File: config.mk
export PLATFORM = sky130hd
export DESIGN_NAME = binary_or_pool_2x2_unit_flat
export DESIGN_NICKNAME = d
export VERILOG_FILES = /design/src/rtl/bop_pkg.sv /design/src/rtl/bop_in_if.sv /design/src/rtl/bop_out_if.sv /design/src/rtl/binary_or_pool_2x2_unit.sv /design/src/rtl/bop_ram.sv /design/src/rtl/bop_pos.sv /design/src/flat_wrapper.sv
export VERILOG_INCLUDE_DIRS = /design/src /design/src/rtl
export SDC_FILE = /design/constraint.sdc
export NUM_CORES = 1
export LEC_CHECK = 0
export ABC_AREA = 1
export BUFFER_PORTS_ARGS = -buffer_cell sky130_fd_sc_hd__buf_2
export CAP_MARGIN = 5
export CORE_ASPECT_RATIO = 1.1
export CORE_MARGIN = 2
export CORE_UTILIZATION = 50
export CTS_CLUSTER_SIZE = 40
export DETAILED_ROUTE_END_ITERATION = 6
export HOLD_SLACK_MARGIN = 0.06
export PLACE_DENSITY_LB_ADDON = 0.3
export SYNTH_ARGS = -nofsm -noshare
export SYNTH_HDL_FRONTEND = slang
export SYNTH_SLANG_ARGS = --single-unit
File: constraint.sdc
create_clock -name clk -period 5.32 [get_ports clk]
set_input_delay 0.266 -clock clk [delete_from_list [all_inputs] [get_ports clk]]
set_output_delay 0.266 -clock clk [all_outputs]
set_load 0.01 [all_outputs]
File: src/rtl/assert_macros.svh
// Assertion macros included by binary_or_pool_2x2_unit, the one RTL file that carries checks.
`ifndef ASSERT_MACROS_SVH
`define ASSERT_MACROS_SVH

// The consequent must hold in the same cycle as the antecedent.
`define ASSERT_SAME(label, clk, rst_n, ante, cons, msg) \
    label: assert property (@(posedge clk) disable iff (!rst_n) (ante) |-> (cons)) \
        else $error(msg);

// The consequent must hold in the cycle after the antecedent.
`define ASSERT_NEXT(label, clk, rst_n, ante, cons, msg) \
    label: assert property (@(posedge clk) disable iff (!rst_n) (ante) |=> (cons)) \
        else $error(msg);

`endif

File: src/rtl/bop_pkg.sv
package bop_pkg;

    // Fixed field widths of the channels and registers.
    localparam int PIX_W  = 16;
    localparam int ADDR_W = 12;
    localparam int DIM_W  = 7;
    localparam int DST_W  = 11;

    // Default and fixed geometry.
    localparam int MAX_WIDTH_DEF = 64;
    localparam int WORD_BITS_DEF = 16;
    localparam int MAX_HEIGHT    = 64;
    localparam int ROW_W         = $clog2(MAX_HEIGHT);

    // Register reset values.
    localparam logic [DIM_W-1:0] MAP_WIDTH_RST  = 7'd12;
    localparam logic [DIM_W-1:0] MAP_HEIGHT_RST = 7'd12;
    localparam logic [DST_W-1:0] DST_BASE_RST   = 11'd936;

    // Configuration register indexes.
    typedef enum logic [1:0] {
        CFG_MAP_WIDTH  = 2'd0,
        CFG_MAP_HEIGHT = 2'd1,
        CFG_DST_BASE   = 2'd2
    } cfg_idx_t;

    // Position of the current item within the map.
    typedef struct packed {
        logic active;    // inside the even-sized part of the map
        logic col_odd;
        logic row_odd;
        logic last;      // last 2x2 block of the map
        logic map_end;   // last word of the map
    } pos_t;

endpackage

File: src/rtl/bop_in_if.sv
interface bop_in_if;
    import bop_pkg::*;

    logic             valid;
    logic             ready;
    logic [PIX_W-1:0] pixel_word;

    modport source (output valid, output pixel_word, input ready);
    modport sink (input valid, input pixel_word, output ready);
endinterface

File: src/rtl/bop_out_if.sv
interface bop_out_if;
    import bop_pkg::*;

    logic              valid;
    logic              ready;
    logic [PIX_W-1:0]  pooled_word;
    logic [ADDR_W-1:0] dest_addr;
    logic              map_done;

    modport source (output valid, output pooled_word, output dest_addr, output map_done,
                    input ready);
    modport sink (input valid, input pooled_word, input dest_addr, input map_done,
                  output ready);
endinterface

File: src/rtl/binary_or_pool_2x2_unit.sv
// A result is valid in the cycle after the item that completes its 2x2 block is taken.
// Throughput: one item per cycle; the single output register stalls the input only
// while it holds a result that the sink has not taken.
// The half-row line store is a RAM read every cycle at the column of the next item.
// Reset (rst_n, asynchronous, active low) clears counters, pair hold and output valid,
// and loads the registers with width 12, height 12 and base 936.
module binary_or_pool_2x2_unit #(
    parameter int MAX_WIDTH = bop_pkg::MAX_WIDTH_DEF,
    parameter int WORD_BITS = bop_pkg::WORD_BITS_DEF
) (
    input  logic                      clk,
    input  logic                      rst_n,
    input  logic                      cfg_we,
    input  logic [1:0]                cfg_index,
    input  logic [bop_pkg::DST_W-1:0] cfg_data,
    bop_in_if.sink                    pix_in,
    bop_out_if.source                 pool_out
);
    import bop_pkg::*;
    `include "assert_macros.svh"

    localparam int HALF_DEPTH = MAX_WIDTH / 2;
    localparam int IDX_W      = (HALF_DEPTH > 1) ? $clog2(HALF_DEPTH) : 1;
    localparam logic [PIX_W-1:0] WORD_MASK =
        (WORD_BITS >= PIX_W) ? '1 : PIX_W'((64'd1 << WORD_BITS) - 64'd1);

    logic [DIM_W-1:0]  map_width_reg, map_height_reg;
    logic [DIM_W-1:0]  map_width_next;
    logic [DST_W-1:0]  dst_base_reg;
    logic [PIX_W-1:0]  pair_hold_reg, pair_hold_next;
    logic [ADDR_W-1:0] out_addr_run_reg, out_addr_run_next;
    logic              out_valid_reg, out_valid_next;
    logic [PIX_W-1:0]  pooled_reg, pooled_next;
    logic [ADDR_W-1:0] dest_reg, dest_next;
    logic              done_reg, done_next;

    pos_t              pos;
    logic [IDX_W-1:0]  pair_idx, rd_idx;
    logic              accept, emit, wr_en;
    logic [PIX_W-1:0]  word, pair, store_rd;

    // Configuration writes.
    always_ff @(posedge clk or negedge rst_n)
    begin
        if (!rst_n)
        begin
            map_width_reg  <= MAP_WIDTH_RST;
            map_height_reg <= MAP_HEIGHT_RST;
            dst_base_reg   <= DST_BASE_RST;
        end
        else if (cfg_we)
        begin
            unique case (cfg_idx_t'(cfg_index))
                CFG_MAP_WIDTH:  map_width_reg  <= cfg_data[DIM_W-1:0];
                CFG_MAP_HEIGHT: map_height_reg <= cfg_data[DIM_W-1:0];
                CFG_DST_BASE:   dst_base_reg   <= cfg_data;
                default:        ;
            endcase
        end
    end

    // Width in force after this edge, for the line store read address.
    assign map_width_next = (cfg_we && (cfg_index == CFG_MAP_WIDTH)) ?
                            cfg_data[DIM_W-1:0] : map_width_reg;

    // Handshake: the output register frees as it is drained.
    assign pix_in.ready = !out_valid_reg || pool_out.ready;
    assign accept       = pix_in.valid && pix_in.ready;

    bop_pos #(
        .MAX_WIDTH (MAX_WIDTH),
        .IDX_W     (IDX_W)
    ) u_pos (
        .clk            (clk),
        .rst_n          (rst_n),
        .advance        (accept),
        .map_width      (map_width_reg),
        .map_width_next (map_width_next),
        .map_height     (map_height_reg),
        .pos            (pos),
        .pair_idx       (pair_idx),
        .rd_idx         (rd_idx)
    );

    // Line store: write pair ORs on even rows; the read follows the next item's column.
    assign word  = pix_in.pixel_word & WORD_MASK;
    assign pair  = pair_hold_reg | word;
    assign wr_en = accept && pos.active && pos.col_odd && !pos.row_odd;
    assign emit  = accept && pos.active && pos.col_odd && pos.row_odd;

    bop_ram #(
        .WIDTH (PIX_W),
        .DEPTH (HALF_DEPTH),
        .AW    (IDX_W)
    ) u_line (
        .clk     (clk),
        .wr_en   (wr_en),
        .wr_addr (pair_idx),
        .wr_data (pair),
        .rd_en   (1'b1),
        .rd_addr (rd_idx),
        .rd_data (store_rd)
    );

    // Pair hold, address run and result register.
    always_comb
    begin
        pair_hold_next    = pair_hold_reg;
        out_addr_run_next = out_addr_run_reg;
        out_valid_next    = out_valid_reg && !pool_out.ready;
        pooled_next       = pooled_reg;
        dest_next         = dest_reg;
        done_next         = done_reg;
        if (accept && pos.active && !pos.col_odd)
        begin
            pair_hold_next = word;
        end
        if (emit)
        begin
            out_valid_next    = 1'b1;
            pooled_next       = store_rd | pair;
            dest_next         = ADDR_W'(dst_base_reg) + out_addr_run_reg;
            done_next         = pos.last;
            out_addr_run_next = out_addr_run_reg + ADDR_W'(1);
        end
        if (accept && pos.map_end)
        begin
            out_addr_run_next = '0;
        end
    end

    always_ff @(posedge clk or negedge rst_n)
    begin
        if (!rst_n)
        begin
            pair_hold_reg    <= '0;
            out_addr_run_reg <= '0;
            out_valid_reg    <= 1'b0;
        end
        else
        begin
            pair_hold_reg    <= pair_hold_next;
            out_addr_run_reg <= out_addr_run_next;
            out_valid_reg    <= out_valid_next;
        end
    end

    always_ff @(posedge clk)
    begin
        pooled_reg <= pooled_next;
        dest_reg   <= dest_next;
        done_reg   <= done_next;
    end

    assign pool_out.valid       = out_valid_reg;
    assign pool_out.pooled_word = pooled_reg;
    assign pool_out.dest_addr   = dest_reg;
    assign pool_out.map_done    = done_reg;

    // Checks on the pooling control.
    `ASSERT_SAME(a_emit_no_wr, clk, rst_n, emit, !wr_en,
                 "line store written by an item that completes a block")
    `ASSERT_NEXT(a_emit_valid, clk, rst_n, emit, out_valid_reg,
                 "completed block did not raise output valid")
    `ASSERT_NEXT(a_run_clear, clk, rst_n, accept && pos.map_end, out_addr_run_reg == '0,
                 "address run not cleared at end of map")

endmodule

File: src/rtl/bop_ram.sv
module bop_ram #(
    parameter int WIDTH = 16,
    parameter int DEPTH = 32,
    parameter int AW    = (DEPTH > 1) ? $clog2(DEPTH) : 1
) (
    input  logic             clk,
    input  logic             wr_en,
    input  logic [AW-1:0]    wr_addr,
    input  logic [WIDTH-1:0] wr_data,
    input  logic             rd_en,
    input  logic [AW-1:0]    rd_addr,
    output logic [WIDTH-1:0] rd_data
);

    logic [WIDTH-1:0] mem [DEPTH];
    logic [WIDTH-1:0] rd_data_reg;

    // Single write port, registered read that holds until the next read.
    always_ff @(posedge clk)
    begin
        if (wr_en)
        begin
            mem[wr_addr] <= wr_data;
        end
        if (rd_en)
        begin
            rd_data_reg <= mem[rd_addr];
        end
    end

    assign rd_data = rd_data_reg;

endmodule

File: src/rtl/bop_pos.sv
module bop_pos #(
    parameter int MAX_WIDTH = 64,
    parameter int IDX_W     = 5
) (
    input  logic                      clk,
    input  logic                      rst_n,
    input  logic                      advance,
    input  logic [bop_pkg::DIM_W-1:0] map_width,
    input  logic [bop_pkg::DIM_W-1:0] map_width_next,
    input  logic [bop_pkg::DIM_W-1:0] map_height,
    output bop_pkg::pos_t             pos,
    output logic [IDX_W-1:0]          pair_idx,
    output logic [IDX_W-1:0]          rd_idx
);
    import bop_pkg::*;

    localparam int CNT_W = $clog2(MAX_WIDTH);
    localparam int DW    = ($clog2(MAX_WIDTH + 1) > DIM_W) ? $clog2(MAX_WIDTH + 1) : DIM_W;

    logic [CNT_W-1:0] col_count_reg, col_count_next;
    logic [ROW_W-1:0] row_count_reg, row_count_next;
    logic [DW-1:0]    w, wp, cx, c;
    logic [DIM_W-1:0] h, hp, rx, r;
    logic [DW-1:0]    wn, cn, c_nx;

    // Clamp the configured dimensions and round down to even.
    always_comb
    begin
        if (DW'(map_width) < DW'(2))
            w = DW'(2);
        else if (DW'(map_width) > DW'(MAX_WIDTH))
            w = DW'(MAX_WIDTH);
        else
            w = DW'(map_width);

        if (map_height < DIM_W'(2))
            h = DIM_W'(2);
        else if (map_height > DIM_W'(MAX_HEIGHT))
            h = DIM_W'(MAX_HEIGHT);
        else
            h = map_height;

        wp = {w[DW-1:1], 1'b0};
        hp = {h[DIM_W-1:1], 1'b0};
    end

    // A counter at or past the last column or row counts as being at it.
    always_comb
    begin
        cx = DW'(col_count_reg);
        rx = DIM_W'(row_count_reg);
        c  = (cx < w) ? cx : w - DW'(1);
        r  = (rx < h) ? rx : h - DIM_W'(1);

        pos.active  = (c < wp) && (r < hp);
        pos.col_odd = c[0];
        pos.row_odd = r[0];
        pos.last    = (r == hp - DIM_W'(1)) && (c == wp - DW'(1));
        pos.map_end = (c >= w - DW'(1)) && (r >= h - DIM_W'(1));
        pair_idx    = IDX_W'(c >> 1);
    end

    // Raster-order advance on every accepted item.
    always_comb
    begin
        col_count_next = col_count_reg;
        row_count_next = row_count_reg;
        if (advance)
        begin
            if (c >= w - DW'(1))
            begin
                col_count_next = '0;
                row_count_next = (r >= h - DIM_W'(1)) ? '0 : ROW_W'(r + DIM_W'(1));
            end
            else
            begin
                col_count_next = CNT_W'(c + DW'(1));
                row_count_next = ROW_W'(r);
            end
        end
    end

    // Line store slot of the column that the next item will see, with the width
    // that will be in force then.
    always_comb
    begin
        if (DW'(map_width_next) < DW'(2))
            wn = DW'(2);
        else if (DW'(map_width_next) > DW'(MAX_WIDTH))
            wn = DW'(MAX_WIDTH);
        else
            wn = DW'(map_width_next);

        cn     = DW'(col_count_next);
        c_nx   = (cn < wn) ? cn : wn - DW'(1);
        rd_idx = IDX_W'(c_nx >> 1);
    end

    always_ff @(posedge clk or negedge rst_n)
    begin
        if (!rst_n)
        begin
            col_count_reg <= '0;
            row_count_reg <= '0;
        end
        else
        begin
            col_count_reg <= col_count_next;
            row_count_reg <= row_count_next;
        end
    end

endmodule

File: src/flat_wrapper.sv
// flat-port wrapper written by rule: the top's interface ports become plain ports
module binary_or_pool_2x2_unit_flat import bop_pkg::*;
#(
    parameter int MAX_WIDTH = bop_pkg::MAX_WIDTH_DEF,
    parameter int WORD_BITS = bop_pkg::WORD_BITS_DEF
)
  (clk, rst_n, cfg_we, cfg_index, cfg_data, pix_in_valid, pix_in_pixel_word, pix_in_ready, pool_out_valid, pool_out_pooled_word, pool_out_dest_addr, pool_out_map_done, pool_out_ready);
  bop_in_if pix_in_i ();
  bop_out_if pool_out_i ();
  input  logic clk;
  input  logic rst_n;
  input  logic cfg_we;
  input  logic [1:0] cfg_index;
  input  logic [bop_pkg::DST_W-1:0] cfg_data;
  input wire logic [$bits(pix_in_i.valid)-1:0] pix_in_valid;
  input wire logic [$bits(pix_in_i.pixel_word)-1:0] pix_in_pixel_word;
  output wire logic [$bits(pix_in_i.ready)-1:0] pix_in_ready;
  output wire logic [$bits(pool_out_i.valid)-1:0] pool_out_valid;
  output wire logic [$bits(pool_out_i.pooled_word)-1:0] pool_out_pooled_word;
  output wire logic [$bits(pool_out_i.dest_addr)-1:0] pool_out_dest_addr;
  output wire logic [$bits(pool_out_i.map_done)-1:0] pool_out_map_done;
  input wire logic [$bits(pool_out_i.ready)-1:0] pool_out_ready;
  assign pix_in_i.valid = pix_in_valid;
  assign pix_in_i.pixel_word = pix_in_pixel_word;
  assign pix_in_ready = pix_in_i.ready;
  assign pool_out_valid = pool_out_i.valid;
  assign pool_out_pooled_word = pool_out_i.pooled_word;
  assign pool_out_dest_addr = pool_out_i.dest_addr;
  assign pool_out_map_done = pool_out_i.map_done;
  assign pool_out_i.ready = pool_out_ready;
  binary_or_pool_2x2_unit #(.MAX_WIDTH(MAX_WIDTH), .WORD_BITS(WORD_BITS)) u_core (.clk(clk), .rst_n(rst_n), .cfg_we(cfg_we), .cfg_index(cfg_index), .cfg_data(cfg_data), .pix_in(pix_in_i), .pool_out(pool_out_i));
endmodule
==> results of run 1 <==
-- metrics by stage --
step           hold slack [ns]  utilization  setup TNS, ns  worst slack [ns]  cells
2_1_floorplan          -0.0296            -              0            0.0372   2991
3_3_place_gp             0.445        0.549          -2.03            -0.219   3881
3_5_place_dp             0.450        0.549          -5.26            -0.423   3881
4_1_cts                  0.172        0.604              0           0.00183   4056
5_1_grt                  0.211        0.647          -3.23            -0.233   4112
6_report                 0.193        0.647              0            0.0297   4112
-- final cells by class --
class,count,share of cell area
inverter,609,0.0611
sequential,623,0.484
timing repair buffer,367,0.112
antenna,1,0.0000664
multi-input combinational,1634,0.260
clock inverter,27,0.00841
clock buffer,91,0.0496
tap,760,0.0252
-- cell usage in the layout (no fill, tap or decap), types with 6 or more instances in the layout --
master	Yosys	final
nor2_1	91	84
clkbuf_8	0	8
dfrtp_1	57	57
nand3_2	3	162
ha_1	60	51
buf_6	4	20
buf_16	0	12
dlygate4sd3_1	0	29
nand4_1	9	9
nand2_1	635	563
xor2_1	21	20
inv_1	596	589
clkinv_1	1	6
nand3_1	633	449
or2_2	34	34
clkinv_2	0	7
ha_4	0	9
nor2_2	3	7
dfstp_2	9	9
a21oi_1	36	32
buf_12	0	59
clkbuf_1	34	15
nand2_2	6	58
edfxtp_1	541	541
buf_8	0	14
o21ai_4	2	8
dfxtp_1	16	16
buf_2	47	64
nand3_4	0	25
inv_2	12	16
xnor2_1	13	12
nand2_4	3	19
o21ai_0	33	32
buf_4	30	146
clkbuf_16	0	90
-- what timing repair did --
action,in CTS,in global routing
setup endpoints to repair,16,514
gates cloned,6,24
gates resized for setup,63,362
buffers inserted,22,36
hold buffers,29,0
hold endpoints to repair,98,0
pin swaps,15,107
-- how the worst max path moves through the flow --
stage                            start                   endpoint
5_1_grt        u_core.map_width_reg[6]   u_core.u_line.rd_data[9]
4_1_cts        u_core.map_width_reg[2]  u_core.u_line.rd_data[15]
2_1_floorplan  u_core.map_width_reg[2]   u_core.u_line.rd_data[3]
3_3_place_gp   u_core.map_width_reg[5]   u_core.u_line.rd_data[6]
3_5_place_dp   u_core.map_width_reg[5]   u_core.u_line.rd_data[0]
6_report       u_core.map_width_reg[3]  u_core.u_line.rd_data[14]
-- worst max-delay path, delay by kind of cell, from the launching register on --
family                     cells  cell delay (ns)
AOI/OAI and AO/OA              5             0.75
DFF                            1             0.54
buffers and inverters         10             1.04
and+or+nand+nor               26             2.22
adders and majority gates      3             0.66
-- per-layer routing --
layer | wire, um | vias to the layer above
li1 | - | 10400
met1 | 34100 | 11100
met2 | 42500 | 1204
met3 | 8210 | 238
met4 | 4130 | 0
met5 | 0 | -
-- cell families (layout without fill, tap and decap cells) --
kind of cell	after synthesis	count (layout)	synth area share
AO/OA/AOI/OAI	105	105	0.0214
XOR/XNOR	34	34	0.0102
adder cells (fa/ha/maj)	61	61	0.0263
buffers and inverters	734	1094	0.101
flip-flops	623	623	0.623
multiplexers	4	4	0.00154
other	0	1	0
AND/OR/NAND/NOR	1430	1430	0.217
==> impl_metrics.yaml, run 1 <==
timing:
  maxSlewHeadroom: 0.325
  period_share: 0.994
  finClkSkew_ns: 0.0260
  finalSetupViolCount: 0
  fmax_mhz: 189
  slew_violations: 0
  hold_viol: 0
  worst_pin_slew_ns: 1.01
  period_needed_ns: 5.29
  rsz0062_at_grt: "true"
route:
  post_drt_wl_per_cell_um: 21.6
  ant_nets: 0
  drc: 0
  firstDrtPassIters: 6
  drtIter0Drc: 2850
  num_vias: 23000
  routed_via_density: 5.58
  wl_um: 88900
worst_setup_path:
  cp_common_cell: "nand2_2"
  reg2reg_from: "u_core.map_width_reg[3]"
  cp-start-kind: "register"
  arrival_ns: 5.86
  rr_endpoint: "u_core.u_line.rd_data[14]"
  path_max_fanout: 8
  critPathKind: "register to register"
  endpoint_kind: "register"
  worst-r2r-setup-slack_ns: 0.03
  critPathSlowestCell: "dfstp_2"
  crit_required_ns: 5.89
  r2r_cells: 44
  slowest_delay_ns: 0.54
global_routing:
  track_usage: 0.273
  use_met3: 0.0389
  grt_use_met1: 0.359
  top_usage_layer: "met2"
  grt_max_degree: 67
  grt_pass1_vias: 21800
  grt_pass1_wl_um: 126000
  grt_util_met2: 0.453
  antenna_found_initial: 1
  grt_overflow_total: 0
layout:
  multiInputGateArea_sq_um: 9780
  final_layout_size_suffix_gt1_frac: 0.242
  design_area_sq_um: 37700
  syn_to_final_growth_pct: 28.6
  n_fill_cell: 4345
  largest_register_ffs: 512
  max_flop_register: "u_core.u_line.mem"
  nNetsFinal: 3396
  seq_area_sq_um: 18200
logic_synthesis:
  synth_top_cell_area_share: 0.555
  yosysUniqueCellTypes: 47
  ys_top_cells_by_area: "edfxtp_1 55%, nand3_1 11%, nand2_1 8.1%, inv_1 7.6%, dfrtp_1 4.9%"
  yosys.area.top_type: "edfxtp_1"
  synth_ff_type: "edfxtp_1"
  synth_area_sq_um: 29300
  syn_area_per_cell_sq_um: 9.79
  ys_ff_latch: 623
  async_flop_share: 0.106
  synth_warnings: 0
  yosysMostFrequentCell: "nand2_1"
  synth_enable_flop_cells: 541
  synth_cells: 2991
  netlist_top_cells_count: "635 x nand2_1, 633 x nand3_1, 596 x inv_1"
  synth-seq-area-share: 0.623
  syn_nets: 3086
placed_design:
  post_dp_cell_area_sq_um: 31900
  dp.final_hpwl_um: 51200
  place.gp.congestion: 0.908
  portBuffers: 64
floorplan:
  die_x_um: 235
  die-height_um: 258
  row_count: 93
  io_pins: 65
  die-area_sq_um: 60500
  core_sq_um: 58200
  start_util: 0.503
min_path:
  holdPathStages: 3
  min_to: "u_core.map_width_reg[2]"
  hold_class: "primary input to register"
  holdCritStartpoint: "cfg_we"
clock_tree:
  htreeDepth: 3
  clk_latency_ns: 0.62
  clockBufferDepth: 3
  cts_root_buffer: "clkbuf_16"
  cts.clk_slew.worst_paths_ns: 0.07
  cts_buffers: 66
  cts_tree: "done"
  cts_sinks: 623
flow_run:
  timing.max_cap.violations: 0
outcome:
  outcome: "completed"
Power of run 1 is left out: the tool's default activity adds up to more than one toggle a clock period on the data nets, which glitch-free logic cannot reach.
==> inputs of run 2 (changes only) <==
ABC_AREA = unset   (was 1)
PLACE_DENSITY = 0.69   (was unset)
PLACE_DENSITY_LB_ADDON = unset   (was 0.3)
SKIP_LAST_GASP = 1   (was unset)
==> run 2 against run 1 <==
Compared with the run above: the run now ends with DRC, setup timing left; clock-buffer cell count down 1; via count fell by 9.7%; register-to-register slack got worse by 1.4 ns; core utilization rose by 1.4 points; sequential share of layout area up 0.64 points; flip-flop and latch count unchanged; setup slack got worse by 1.4 ns.
==> impl_metrics.yaml, run 2 <==
clock_tree:
  clockBufferDepth: 3
  cts.clk_slew.worst_paths_ns: 0.06
  htreeDepth: 2
  cts_buffers: 61
  clk_latency_ns: 0.65
  cts_tree: "done"
  cts_root_buffer: "clkbuf_16"
  cts_sinks: 623
layout:
  nNetsFinal: 2624
  final_layout_size_suffix_gt1_frac: 0.337
  layout_commonest_cell: "edfxtp_1"
  max_flop_register: "u_core.u_line.mem"
  largest_register_ffs: 512
  diodes: 0
  layout_common_cells: "541 x edfxtp_1, 259 x buf_4, 142 x nand2_1, 97 x mux2i_1, 90 x a211oi_1"
  syn_to_final_growth_pct: 30.3
  final_cells: 3326
timing:
  fmax_mhz: 149
  rsz0062_at_grt: "true"
  slew_violations: 0
  maxSlewHeadroom: 0.333
  fin_ws_ns: -1.37
  finClkSkew_ns: 0.0493
  finalSetupViolCount: 17
  period_share: 1.26
  worst_pin_slew_ns: 0.991
  period_needed_ns: 6.69
  hold_viol: 0
placed_design:
  place.gp.congestion: 0.917
  dp.final_hpwl_um: 51800
  dpl_worst_slack_ns: -1.81
  portBuffers: 64
  placed_cells: 3053
logic_synthesis:
  synth_warnings: 0
  synth-seq-area-share: 0.639
  yosysMostFrequentCell: "edfxtp_1"
  synth_area_sq_um: 28500
  ys_ff_latch: 623
  synth_cells: 2115
  synth_ff_type: "edfxtp_1"
  synth_enable_flop_cells: 541
  ys_top_cells_by_area: "edfxtp_1 57%, dfrtp_1 5.0%, mux2i_1 3.6%, a211oi_1 2.7%, ha_1 2.6%"
  async_flop_share: 0.106
  syn_area_per_cell_sq_um: 13.5
  yosysUniqueCellTypes: 88
  syn_nets: 2210
  yosys.area.top_type: "edfxtp_1"
  netlist_top_cells_count: "541 x edfxtp_1, 148 x nand2_1, 103 x a211oi_1"
  synth_top_cell_area_share: 0.569
floorplan:
  io_pins: 65
  die_x_um: 232
  core_sq_um: 56200
  die-area_sq_um: 59000
  row_count: 91
  start_util: 0.507
  die-height_um: 255
route:
  routed_via_density: 6.24
  drc: 2
  wl_um: 86800
  num_vias: 20700
  drtIter0Drc: 2547
  ant_nets: 0
  post_drt_wl_per_cell_um: 26.1
  firstDrtPassIters: 7
worst_setup_path:
  critPathKind: "register to register"
  r2r_cells: 33
  rr_endpoint: "u_core.u_line.rd_data[0]"
  worst-r2r-setup-slack_ns: -1.37
  critPathSlowestCell: "dfstp_2"
  endpoint_kind: "register"
  cp-start-kind: "register"
  crit_family: "compound AO/OA/AOI/OAI gates"
  path_max_fanout: 7
  reg2reg_from: "u_core.map_width_reg[3]"
  arrival_ns: 7.18
  crit_buf_inv: 8
  crit_required_ns: 5.81
  path_depth: 33
  slowest_delay_ns: 0.61
global_routing:
  track_usage: 0.287
  antenna_found_initial: 8
  grt_util_met2: 0.471
  grt_max_degree: 65
  grt_pass1_vias: 20400
  use_met3: 0.0464
  grt_overflow_total: 0
  grt_use_met1: 0.376
  top_usage_layer: "met2"
  grt_pass1_wl_um: 126000
outcome:
  outcome: "finished, violations left"
  violations: "DRC, setup timing"
min_path:
  hold_class: "primary input to register"
  holdCritStartpoint: "cfg_index[1]"
  min_to: "u_core.map_width_reg[0]"
  holdPathStages: 3
flow_run:
  timing.max_cap.violations: 0
[run 2: cell types whose count changed in the layout (fill, tap and decap cells not counted), moves of 90 or more]
cell / change
a211oi_1: +90
buf_4: +113
inv_1: -525
mux2i_1: +97
nand2_1: -421
nand3_1: -419
nand3_2: -160
[run 2: through the flow]
stage | setup TNS (ns) | area, sq um | util | hold slack (ns)
2_1_floorplan | -19.89 | 28900 | - | -0.0296
3_3_place_gp | -22.48 | 32100 | 0.571 | 0.152
3_5_place_dp | -28.43 | 32100 | 0.571 | 0.156
4_1_cts | -16.85 | 36400 | 0.647 | 0.0806
5_1_grt | -24.71 | 37200 | 0.661 | 0.121
6_report | -20.77 | 37200 | 0.661 | 0.120
[run 2: routing by layer]
metal  wire length, um  part of all wire
met1             33200              0.38
met2             41900              0.48
met3              7560             0.087
met4              4170             0.048
met5                 8          0.000092
[run 2: worst max path at each step]
stage,end,slack (ns),startpoint
5_1_grt,u_core.u_line.rd_data[0],-1.59,u_core.map_width_reg[5]
3_3_place_gp,u_core.u_line.rd_data[15],-1.64,u_core.map_width_reg[4]
4_1_cts,u_core.u_line.rd_data[15],-1.08,u_core.map_width_reg[2]
3_5_place_dp,u_core.u_line.rd_data[15],-1.81,u_core.map_width_reg[6]
6_report,u_core.u_line.rd_data[0],-1.37,u_core.map_width_reg[3]
2_1_floorplan,u_core.u_line.rd_data[10],-1.25,u_core.map_width_reg[4]
[run 2: cell type report]
type,instances,area [sq um]
Multi-Input combinational cell,1289,10700
Timing Repair Buffer,480,5020
Clock buffer,90,1780
Inverter,74,278
Clock inverter,26,251
Fill cell,3784,19100
Sequential cell,623,18200
Tap cell,744,931
[run 2: logic make-up after synthesis]
family | count (synthesis) | share of synthesized area
adder cells (fa/ha/maj) | 61 | 0.0270
AO/OA/AOI/OAI | 549 | 0.135
buffers and inverters | 203 | 0.0325
XOR/XNOR | 41 | 0.0126
multiplexers | 198 | 0.0744
flip-flops | 623 | 0.639
AND/OR/NAND/NOR | 440 | 0.0799
[run 2: timing repair]
action | 4_1_cts | 5_1_grt
buffers inserted | 83 | 37
endpoints found under the setup margin | 163 | 532
endpoints found under the hold margin | 63 | 0
hold buffers | 30 | 0
pin swaps | 81 | 55
gates resized for setup | 171 | 101
cloned | 15 | 3
[run 2: tightest hold or removal path: stages]
cell,delay (ns)
buf_2,0.12
or3b_2,0.20
o21ai_0,0.09
Power of run 2 is left out for the same reason.
